[config.mk]
export PLATFORM = sky130hd
export DESIGN_NAME = rgb_led_pwm_duty_encoder
export DESIGN_NICKNAME = d
export VERILOG_FILES = /design/src/rgbpwm_pkg.sv /design/src/rgb_led_pwm_duty_encoder.sv /design/src/rgbpwm_serializer.sv
export SDC_FILE = /design/constraint.sdc
export NUM_CORES = 1
export LEC_CHECK = 0
export BUFFER_PORTS_ARGS = -buffer_cell sky130_fd_sc_hd__buf_2
export CAP_MARGIN = 10
export CELL_PAD_IN_SITES_DETAIL_PLACEMENT = 1
export CELL_PAD_IN_SITES_GLOBAL_PLACEMENT = 1
export CORE_ASPECT_RATIO = 2
export CORE_UTILIZATION = 28
export DETAILED_ROUTE_END_ITERATION = 10
export PLACE_DENSITY_LB_ADDON = 0.1
export RECOVER_POWER = 50
export REMOVE_ABC_BUFFERS = 1
export SYNTH_ARGS = -nofsm -noshare
export SYNTH_HDL_FRONTEND = slang
export SYNTH_SLANG_ARGS = --single-unit
[constraint.sdc]
create_clock -name clk -period 7.2 [get_ports clk]
set_input_delay 1.44 -clock clk [delete_from_list [all_inputs] [get_ports clk]]
set_output_delay 1.44 -clock clk [all_outputs]
set_load 0.05 [all_outputs]
[src/rgbpwm_pkg.sv]
// Shared types and constants of the RGB LED PWM duty encoder.
`default_nettype none

package rgbpwm_pkg;

	localparam int BITS_PER_PIXEL = 24;
	localparam int BIT_CNT_W      = $clog2(BITS_PER_PIXEL + 1);
	localparam int COLOR_W        = 8;
	localparam int GAP_W          = 6;
	localparam int DUTY_W         = 16;
	localparam int CFG_IDX_W      = 8;
	localparam int CFG_DATA_W     = 16;

	typedef enum logic [CFG_IDX_W-1:0] {
		REG_BRIGHTNESS  = 8'd0,
		REG_HIGH_DUTY   = 8'd1,
		REG_LOW_DUTY    = 8'd2,
		REG_RESET_SLOTS = 8'd3
	} reg_idx_t;

	// One pixel handed from the front pipeline to the serializer.
	typedef struct packed {
		logic                      valid;
		logic [BITS_PER_PIXEL-1:0] word;
		logic [GAP_W-1:0]          gap;
	} load_t;

	typedef struct packed {
		logic [DUTY_W-1:0] high;
		logic [DUTY_W-1:0] low;
	} duty_cfg_t;

endpackage

`default_nettype wire

[src/rgb_led_pwm_duty_encoder.sv]
// Top level of the GRB LED strip PWM duty encoder.
`default_nettype none

// Takes one pixel per request (green, red, blue bytes and a last-pixel mark)
// and emits one timer duty value per color bit, GRB order, MSB first: the
// high_duty register for a one and low_duty for a zero, after each byte is
// scaled as (byte * brightness) >> 8. A pixel marked last is followed by
// reset_slots zero-duty latch-gap slots (capped at MAX_RESET_SLOTS, none when
// the register is 0). The final slot of each pixel carries run_end.
// Rate: the serializer at the back hands out one slot per cycle while
// out_ready allows, so a pixel occupies it for its 24 bit slots, plus its
// gap slots if it is a last pixel; the next pixel's first slot follows its
// predecessor's final slot directly. Three pipeline stages in front (input
// register, brightness multiply, packing) keep up to three more pixels
// queued, so in_ready stays high until that queue is full.
// Registers are written through the cfg port (index 0 brightness, 1
// high_duty, 2 low_duty, 3 reset_slots; other indexes are ignored); cfg_ready
// is always high, and writes belong only to idle periods.
module rgb_led_pwm_duty_encoder #(
	parameter int MAX_RESET_SLOTS = 40
) (
	input  wire logic                           clk,
	input  wire logic                           arst_n,
	input  wire logic                           cfg_valid,
	output logic                                cfg_ready,
	input  wire logic [rgbpwm_pkg::CFG_IDX_W-1:0]  cfg_index,
	input  wire logic [rgbpwm_pkg::CFG_DATA_W-1:0] cfg_data,
	input  wire logic                           in_valid,
	output logic                                in_ready,
	input  wire logic [rgbpwm_pkg::COLOR_W-1:0] green,
	input  wire logic [rgbpwm_pkg::COLOR_W-1:0] red,
	input  wire logic [rgbpwm_pkg::COLOR_W-1:0] blue,
	input  wire logic                           last_pixel,
	output logic                                out_valid,
	input  wire logic                           out_ready,
	output logic [rgbpwm_pkg::DUTY_W-1:0]       duty,
	output logic                                in_reset_gap,
	output logic                                run_end
);
	import rgbpwm_pkg::*;

	// Configuration registers
	logic [COLOR_W-1:0] brightness_q;
	logic [DUTY_W-1:0]  high_duty_q;
	logic [DUTY_W-1:0]  low_duty_q;
	logic [GAP_W-1:0]   reset_slots_q;

	// Stage 1: captured pixel
	logic               valid_s1;
	logic [COLOR_W-1:0] green_s1;
	logic [COLOR_W-1:0] red_s1;
	logic [COLOR_W-1:0] blue_s1;
	logic               last_s1;

	// Stage 2: scaled bytes
	logic               valid_s2;
	logic [COLOR_W-1:0] green_s2;
	logic [COLOR_W-1:0] red_s2;
	logic [COLOR_W-1:0] blue_s2;
	logic               last_s2;

	// Stage 3: packed word and gap length for the serializer
	logic                      valid_s3;
	logic [BITS_PER_PIXEL-1:0] word_s3;
	logic [GAP_W-1:0]          gap_s3;
	load_t                     load_s3;

	logic en_s1;
	logic en_s2;
	logic en_s3;
	logic ser_ready;

	logic [2*COLOR_W-1:0] prod_g;
	logic [2*COLOR_W-1:0] prod_r;
	logic [2*COLOR_W-1:0] prod_b;
	logic [GAP_W-1:0]     gap_sat;
	duty_cfg_t            duty_cfg;

	// Configuration write port: always ready, unknown indexes drop the write.
	assign cfg_ready = 1'b1;

	always_ff @(posedge clk or negedge arst_n) begin
		if (!arst_n) begin
			brightness_q  <= COLOR_W'(255);
			high_duty_q   <= DUTY_W'(68);
			low_duty_q    <= DUTY_W'(34);
			reset_slots_q <= GAP_W'(40);
		end else if (cfg_valid) begin
			unique case (reg_idx_t'(cfg_index))
				REG_BRIGHTNESS:  brightness_q  <= cfg_data[COLOR_W-1:0];
				REG_HIGH_DUTY:   high_duty_q   <= cfg_data[DUTY_W-1:0];
				REG_LOW_DUTY:    low_duty_q    <= cfg_data[DUTY_W-1:0];
				REG_RESET_SLOTS: reset_slots_q <= cfg_data[GAP_W-1:0];
				default: ;
			endcase
		end
	end

	// Stall chain: a stage advances when it is empty or the next one moves.
	assign en_s3    = !valid_s3 || ser_ready;
	assign en_s2    = !valid_s2 || en_s3;
	assign en_s1    = !valid_s1 || en_s2;
	assign in_ready = en_s1;

	always_ff @(posedge clk or negedge arst_n) begin
		if (!arst_n) begin
			valid_s1 <= 1'b0;
			valid_s2 <= 1'b0;
			valid_s3 <= 1'b0;
		end else begin
			if (en_s1) valid_s1 <= in_valid;
			if (en_s2) valid_s2 <= valid_s1;
			if (en_s3) valid_s3 <= valid_s2;
		end
	end

	// Scale each byte; keep the upper half of the product.
	assign prod_g = (2*COLOR_W)'(green_s1) * (2*COLOR_W)'(brightness_q);
	assign prod_r = (2*COLOR_W)'(red_s1)   * (2*COLOR_W)'(brightness_q);
	assign prod_b = (2*COLOR_W)'(blue_s1)  * (2*COLOR_W)'(brightness_q);

	// Cap the latch gap; only a last pixel gets one.
	assign gap_sat = (reset_slots_q > GAP_W'(MAX_RESET_SLOTS)) ? GAP_W'(MAX_RESET_SLOTS)
	                                                          : reset_slots_q;

	always_ff @(posedge clk) begin
		if (en_s1) begin
			green_s1 <= green;
			red_s1   <= red;
			blue_s1  <= blue;
			last_s1  <= last_pixel;
		end
		if (en_s2) begin
			green_s2 <= prod_g[2*COLOR_W-1:COLOR_W];
			red_s2   <= prod_r[2*COLOR_W-1:COLOR_W];
			blue_s2  <= prod_b[2*COLOR_W-1:COLOR_W];
			last_s2  <= last_s1;
		end
		if (en_s3) begin
			word_s3 <= {green_s2, red_s2, blue_s2};
			gap_s3  <= last_s2 ? gap_sat : '0;
		end
	end

	// Member order: valid, word, gap.
	assign load_s3  = {valid_s3, word_s3, gap_s3};
	// Member order: high, low.
	assign duty_cfg = {high_duty_q, low_duty_q};

	rgbpwm_serializer u_serializer (
		.clk          (clk),
		.arst_n       (arst_n),
		.load         (load_s3),
		.load_ready   (ser_ready),
		.duty_cfg     (duty_cfg),
		.out_valid    (out_valid),
		.out_ready    (out_ready),
		.duty         (duty),
		.in_reset_gap (in_reset_gap),
		.run_end      (run_end)
	);

`ifndef NO_ASSERTIONS
	// Latch-gap slots always carry zero duty.
	a_gap_zero: assert property (@(posedge clk) disable iff (!arst_n)
		out_valid && in_reset_gap |-> duty == '0)
		else $error("latch-gap slot with nonzero duty");

	// Once the gap has started, its slots follow without a hole.
	a_gap_continues: assert property (@(posedge clk) disable iff (!arst_n)
		out_valid && out_ready && in_reset_gap && !run_end |=> out_valid && in_reset_gap)
		else $error("latch gap interrupted");

	// Requests are refused only when every front stage holds a pixel.
	a_full_stall: assert property (@(posedge clk) disable iff (!arst_n)
		!in_ready |-> valid_s1 && valid_s2 && valid_s3)
		else $error("in_ready low with a free pipeline stage");
`endif

endmodule

`default_nettype wire

[src/rgbpwm_serializer.sv]
// Bit serializer: turns one packed GRB word plus gap count into duty slots.
`default_nettype none

module rgbpwm_serializer (
	input  wire logic                       clk,
	input  wire logic                       arst_n,
	input  wire rgbpwm_pkg::load_t          load,
	output logic                            load_ready,
	input  wire rgbpwm_pkg::duty_cfg_t      duty_cfg,
	output logic                            out_valid,
	input  wire logic                       out_ready,
	output logic [rgbpwm_pkg::DUTY_W-1:0]   duty,
	output logic                            in_reset_gap,
	output logic                            run_end
);
	import rgbpwm_pkg::*;

	logic                      busy_q;
	logic                      out_valid_q;
	logic [BITS_PER_PIXEL-1:0] word_q;
	logic [BIT_CNT_W-1:0]      bit_cnt_q;
	logic [GAP_W-1:0]          gap_cnt_q;
	logic [DUTY_W-1:0]         duty_q;
	logic                      gap_q;
	logic                      end_q;

	logic emit_ok;
	logic emit;
	logic in_bits;
	logic item_end;
	logic take;

	assign emit_ok    = !out_valid_q || out_ready;
	assign emit       = busy_q && emit_ok;
	assign in_bits    = (bit_cnt_q != '0);
	assign item_end   = in_bits ? ((bit_cnt_q == BIT_CNT_W'(1)) && (gap_cnt_q == '0))
	                            : (gap_cnt_q == GAP_W'(1));
	// Accept the next word as the current one hands out its final slot.
	assign load_ready = !busy_q || (emit && item_end);
	assign take       = load.valid && load_ready;

	always_ff @(posedge clk or negedge arst_n) begin
		if (!arst_n) begin
			busy_q      <= 1'b0;
			out_valid_q <= 1'b0;
			bit_cnt_q   <= '0;
			gap_cnt_q   <= '0;
		end else begin
			if (emit) begin
				out_valid_q <= 1'b1;
			end else if (out_ready) begin
				out_valid_q <= 1'b0;
			end
			if (take) begin
				busy_q    <= 1'b1;
				bit_cnt_q <= BIT_CNT_W'(BITS_PER_PIXEL);
				gap_cnt_q <= load.gap;
			end else if (emit) begin
				if (in_bits) begin
					bit_cnt_q <= bit_cnt_q - BIT_CNT_W'(1);
				end else begin
					gap_cnt_q <= gap_cnt_q - GAP_W'(1);
				end
				if (item_end) begin
					busy_q <= 1'b0;
				end
			end
		end
	end

	always_ff @(posedge clk) begin
		if (emit) begin
			duty_q <= in_bits ? (word_q[BITS_PER_PIXEL-1] ? duty_cfg.high : duty_cfg.low)
			                  : '0;
			gap_q  <= !in_bits;
			end_q  <= item_end;
		end
		if (take) begin
			word_q <= load.word;
		end else if (emit && in_bits) begin
			word_q <= {word_q[BITS_PER_PIXEL-2:0], 1'b0};
		end
	end

	assign out_valid    = out_valid_q;
	assign duty         = duty_q;
	assign in_reset_gap = gap_q;
	assign run_end      = end_q;

endmodule

`default_nettype wire

After elaboration in Yosys (flattened, before gate mapping)
Index checks and enable logic that the tools add are counted.
{"block": "totals", "regBits": 184, "output_inout_bits": 21, "word_cells": 87, "in_bits": 54}
{"block": "classes", "n_mux": 16, "reduce_logical": 32, "n_eq_ne": 6, "add_sub_neg": 2, "magnitude_cmp": 1, "bitwise": 1, "n_mul": 3}
{"cell": "8-bit by 8-bit multiplier with 16-bit output", "n": 3}
{"cell": "24-bit two-way mux", "n": 2}
{"cell": "6-bit two-way mux", "n": 4}
{"cell": "8-bit by 2-bit == test with 1-bit output, second input constant", "n": 2}
{"cell": "16-bit two-way mux", "n": 1}
{"cell": "5-bit two-way mux", "n": 3}
{"cell": "2-bit AND reduction", "n": 7}
{"cell": "2-bit nonzero test", "n": 5}
{"cell": "8-bit by 1-bit == test with 1-bit output, second input constant", "n": 1}
{"cell": "8-bit zero test", "n": 1}
{"cell": "6-bit by 1-bit == test with 1-bit output, second input constant", "n": 1}
{"cell": "6-bit > comparator, second input constant", "n": 1}
{"cell": "1-bit zero test", "n": 6}
{"cell": "6-bit zero test", "n": 1}
{"cell": "1-bit two-way mux", "n": 6}
{"cell": "6-bit by 1-bit subtractor with 6-bit output, second input constant", "n": 1}
{"cell": "5-bit by 1-bit == test with 1-bit output, second input constant", "n": 1}
{"cell": "1-bit logical AND", "n": 5}
{"cell": "1-bit logical OR", "n": 5}
{"cell": "5-bit nonzero test", "n": 1}
{"cell": "5-bit by 1-bit subtractor with 5-bit output, second input constant", "n": 1}
{"cell": "2-bit != test, second input constant", "n": 1}
{"cell": "2-bit OR reduction", "n": 1}
{"cell": "1-bit inverter", "n": 1}

Longest topological paths before layout
{"block": "depth", "ltp_word": 8, "mapped_depth": 17, "depth_no_buf": 16}

Cells and area by module
A second synthesis with hierarchy kept.
{"block": "hier_totals", "cells_unflattened": 1059, "hier_area_um2": 12908.6}
{"mod": "rgb_led_pwm_duty_encoder", "cells_each": 871, "n_inst": 1, "seq_area_each_um2": 3646.0, "area_per_inst_um2": 10313.6}
{"mod": "rgbpwm_serializer", "cells_each": 188, "n_inst": 1, "seq_area_each_um2": 1586.5, "area_per_inst_um2": 2595.0}

Worst setup path after synthesis
Ideal clock, no wire load.
{"block": "synth_path", "path_type": "register -> register", "startpoint": "register brightness_q[2]", "endpoint": "register blue_s2[4], data pin", "stages_incl_launch_ff": 15, "required_ns": 6.929, "slack_ns": 2.542, "setup_time_ns": 0.271, "n_path_buf": 1, "arrival_time_ns": 4.387, "period_less_slack_ns": 4.658, "path_cell_list": "dfstp_2 -> clkbuf_1 -> nand2_1 -> fa_1 -> fa_1 -> inv_1 -> fa_1 -> fa_1 -> ha_1 -> a21o_1 -> a21oi_1 -> o21ai_0 -> and4_1 -> a2111oi_0 -> xnor2_1"}
{"block": "synth_between", "elab_chain_cells": 1}
{"element": "start, declared", "line": "rgb_led_pwm_duty_encoder.sv:43", "text": "logic [COLOR_W-1:0] brightness_q;"}
{"element": "start signal, assigned", "line": "rgb_led_pwm_duty_encoder.sv:90", "text": "REG_BRIGHTNESS: brightness_q <= cfg_data[COLOR_W-1:0];"}
{"element": "8-bit by 8-bit multiplier with 16-bit output", "line": "rgb_led_pwm_duty_encoder.sv:120", "text": "assign prod_b = (2*COLOR_W)'(blue_s1) * (2*COLOR_W)'(brightness_q);"}
{"element": "via prod_b[12]", "line": "rgb_led_pwm_duty_encoder.sv:75", "text": "logic [2*COLOR_W-1:0] prod_b;"}
{"element": "end signal, assigned", "line": "rgb_led_pwm_duty_encoder.sv:136", "text": "blue_s2 <= prod_b[2*COLOR_W-1:COLOR_W];"}
{"element": "end, declared", "line": "rgb_led_pwm_duty_encoder.sv:59", "text": "logic [COLOR_W-1:0] blue_s2;"}
The timed path passes the listed nets, and every way through them passes these cells.
A chain may end at the register's enable or synchronous reset.

Final worst setup path
{"block": "layout_path", "startpoint": "register brightness_q[3]", "endpoint": "register green_s2[7], data pin"}
{"block": "layout_between", "elab_chain_cells": 1}
{"element": "8-bit by 8-bit multiplier with 16-bit output", "line": "rgb_led_pwm_duty_encoder.sv:118", "text": "assign prod_g = (2*COLOR_W)'(green_s1) * (2*COLOR_W)'(brightness_q);"}
{"element": "via prod_g[15]", "line": "rgb_led_pwm_duty_encoder.sv:73", "text": "logic [2*COLOR_W-1:0] prod_g;"}
{"element": "end signal, assigned", "line": "rgb_led_pwm_duty_encoder.sv:134", "text": "green_s2 <= prod_g[2*COLOR_W-1:COLOR_W];"}
{"element": "end, declared", "line": "rgb_led_pwm_duty_encoder.sv:57", "text": "logic [COLOR_W-1:0] green_s2;"}
The timed path passes the listed nets, and every way through them passes these cells.

==> run_results.csv <==
group,metric,value,unit
routing,drcViolationCount,0,
yosys,async_flop_share,0.337,
floorplan,core-area,44100,um2
clock_network,cts_root_buffer,"clkbuf_16",
clock_network,clock_sinks,184,
floorplan,dieArea,45400,um2
yosys,avgSynthCellArea,11.8,um2
placed_design,dp_hpwl,24000,um
clock_network,htreeDepth,4,
yosys,ys.flop_type,"edfxtp_1",
yosys,synth_area,12500,um2
yosys,synth_cells,1055,
worst_setup_path,worstReg2RegStart,"brightness_q[3]",
timing,tightestPinTransition,3.81,ns
pwr,p_int,1.95,mW
finish,nets,1389,
global_route,grt_pass1_wl,48800,um
min_path,min_to,"word_s3[21]",
global_route,grt_usage,0.146,
worst_setup_path,regToRegSetupSlack,1.88,ns
yosys,synth.area.mux_share,0.0544,
routing,vias_per_cell,4.51,
routing,routed-wl-met3,562,um
worst_setup_path,cp_max_fo,25,
yosys,synth_area_leaders,"edfxtp_1 29%, fa_1 17%, ha_1 10%",
worst_setup_path,path_common_cell,"fa_1",
pwr,clkPwrFrac,0.359,
pwr,p_seq_frac,0.474,
worst_setup_path,worstSetupPathType,"reg2reg",
yosys,yosysWarnings,0,
global_route,grt_pass1_vias,8814,
routing,vias,7644,
clock_network,cts_hold_buf,0,
clock_network,clk_latency,0.46,ns
yosys,synth_top_family_by_area,"adder cells",
worst_setup_path,critPathCaptureType,"register",
yosys,yosysMostFrequentCell,"and2_1",
yosys,synthAdderAreaFrac,0.272,
timing,fmax,0.188,GHz
pwr,p_per_area,201,nW/um2
timing,whs,0.419,ns
routing,top_layer,"met5",
min_path,holdPathStages,0,
pwr,max-vdd-ir-drop,0.000149,V
routing,dr.pass1.iters,4,
worst_setup_path,worstReg2RegEnd,"green_s2[7]",
timing,slew_viol_final,118,
run_status,violations,"capacitance limit, slew limit",
routing,wl,30600,um
yosys,netlist.area_leader.share,0.294,
yosys,synth_compound_area_frac,0.0318,
routing,drt.antenna.violating_nets,0,
yosys,synth.largest_area_cell,"edfxtp_1",
worst_setup_path,slowest_delay,0.86,ns
worst_setup_path,arrival,5.52,ns
yosys,synthSimpleGateAreaFrac,0.154,
yosys,synthTopCellsByCount,"158 x and2_1, 122 x edfxtp_1, 119 x nand2_1",
run_status,outcome,"finished, violations left",
timing,fin_skew,0.0130,ns
yosys,synth_cell_types,52,
timing,fin_crit_sh,0.739,
routing,dr.first_iter.drc_count,166,
floorplan,start_util,0.283,
worst_setup_path,crit_slowest_cell,"dfstp_2",
finish,diodes,0,
finish,fin_area,14100,um2
min_path,min-delay-start,"green_s2[5]",
floorplan,chipHeight,300,um
pwr,p_sw_frac,0.309,
worst_setup_path,required,7.40,ns
global_route,grt_start_max_net_pins,63,
clock_network,cts_tree,"yes",
job,cap_violations,3,
clock_network,cts_made_buffers,17,
clock_network,postCtsSetupBuffers,0,
clock_network,cts_resized,0,
timing,hold_violations,0,
floorplan,pin_count,75,
clock_network,path_clk_slew,0.08,ns
pwr,p_leak,6.68,nW
floorplan,fp.dieW,151,um
routing,dr_wl_met2,18300,um
timing,setup_tns,0,ns
yosys,synth-seq-cells,184,
routing,wire_per_inst,18.0,um
routing,m1WireLength,11100,um
worst_setup_path,cp_cell_sequence,"nand2_1 -> fa_1 -> fa_1 -> inv_1 -> fa_1 -> fa_1 -> ha_1 -> a2111oi_0 -> o21ai_0 -> a41oi_1 -> o21ai_0 -> a31o_2 -> xnor2_1",
min_path,min-delay-path-class,"reg2reg",
pwr,finalPower,2.82,mW
finish,fillCellCount,4868,
finish,area_growth_syn_to_layout,12.8,%
global_route,grt_overflow,0,
pwr,power_frac_comb,0.167,
worst_setup_path,start_kind,"register",
pwr,p_switching,0.872,mW
placed_design,gp_congestion,0.738,
yosys,ys_seq_area_frac,0.420,
clock_network,ctsLongestPathBuffers,2,
timing,rsz0062_at_grt,"false",
timing,min_period,5.32,ns
placed_design,place_area,13500,um2
yosys,synth-edff-count,122,
global_route,antenna_found_initial,1,
finish,drive_above_1_share,0.135,
timing,slew_headroom,-1.54,
yosys,synth_xor_area_frac,0.0225,
worst_setup_path,reg2regPathDepth,13,
timing,setup_viol,0,
placed_design,placement.io_buffers,73,
floorplan,fp-row-count,109,
## placed cells by master, fill, tap and decap left out, drive strengths merged, types with 5 or more instances in the layout
cell type    n
nand3        6
o21ai       17
mux2        46
a21oi       19
buf         55
nor3         6
mux2i       16
clkbuf      45
dfstp       14
clkinv       5
xnor2       22
dfrtp       48
xor2        10
inv        125
and2       158
edfxtp     122
nand2      119
ha         103
nand2b       8
nor2        29
fa         105
and3         8
## area by class of cell
class	instances	area, um2	share of cell area
clock inverter	15	213	0.0151
sequential	184	5230	0.372
tap	555	694	0.0494
inverter	116	435	0.0309
clock buffer	17	425	0.0302
timing repair buffer	83	393	0.0279
multi-input combinational	725	6680	0.474
## stage by stage
| stage | instances | utilization | setup WS (ns) |
|---|---|---|---|
| 2_1_floorplan | 1025 | - | 2.66 |
| 3_3_place_gp | 1663 | 0.306 | 1.98 |
| 3_5_place_dp | 1663 | 0.306 | 1.84 |
| 4_1_cts | 1695 | 0.321 | 1.80 |
| 5_1_grt | 1695 | 0.319 | 1.41 |
| 6_report | 1695 | 0.319 | 1.88 |
## routing by layer
| metal | up-vias | GRT usage |
|---|---|---|
| met5 | - | 0 |
| met4 | 2 | 0.0500 |
| met3 | 31 | 0.0227 |
| met2 | 75 | 0.297 |
| met1 | 3921 | 0.143 |
| li1 | 3615 | - |
## power by group through the flow
stage          clock [mW]  combinational (mW)  sequential (mW)
2_1_floorplan           0               0.297             1.36
3_3_place_gp            0               0.490             1.36
3_5_place_dp            0               0.499             1.36
4_1_cts              1.06               0.501             1.34
5_1_grt              1.08               0.547             1.36
6_report             1.01               0.471             1.34
## cell families (layout without fill, tap and decap cells)
kind of cell / after synthesis / in the layout
AND/OR/NAND/NOR: 359 / 359
adder cells (fa/ha/maj): 208 / 208
flip-flops: 184 / 184
buffers and inverters: 146 / 231
AO/OA/AOI/OAI: 63 / 63
multiplexers: 62 / 62
XOR/XNOR: 32 / 32
other: 1 / 1
## critical path, delay by kind of cell (launching register included)
kind / cells / cell delay, ns
XOR/XNOR: 1 / 0.12
flip-flops: 1 / 0.86
AND/OR/NAND/NOR: 1 / 0.14
buffers and inverters: 1 / 0.06
AO/OA/AOI/OAI: 5 / 1.64
adder cells (fa/ha/maj): 5 / 2.22
## sequential cells by signal, indices dropped and copies added (netlist names), 5 cells and up
register	flops
low_duty_q	16
u_serializer.bit_cnt_q	5
brightness_q	8
red_s1	8
u_serializer.gap_cnt_q	6
word_s3	24
high_duty_q	16
u_serializer.duty	16
green_s2	8
green_s1	8
u_serializer.word_q	24
gap_s3	6
blue_s2	8
red_s2	8
blue_s1	8
reset_slots_q	6
## how the worst max path moves through the flow
stage                          startpoint          end  slack (ns)
final                     brightness_q[3]  green_s2[7]        1.88
after global routing      brightness_q[3]  green_s2[7]        1.41
after CTS                 brightness_q[3]  green_s2[7]        1.80
after detailed placement  brightness_q[3]  green_s2[7]        1.84
after global placement    brightness_q[3]  green_s2[7]        1.98
after floorplan           brightness_q[2]   blue_s2[4]        2.66
No activity file was read; power rests on OpenSTA's default activity.
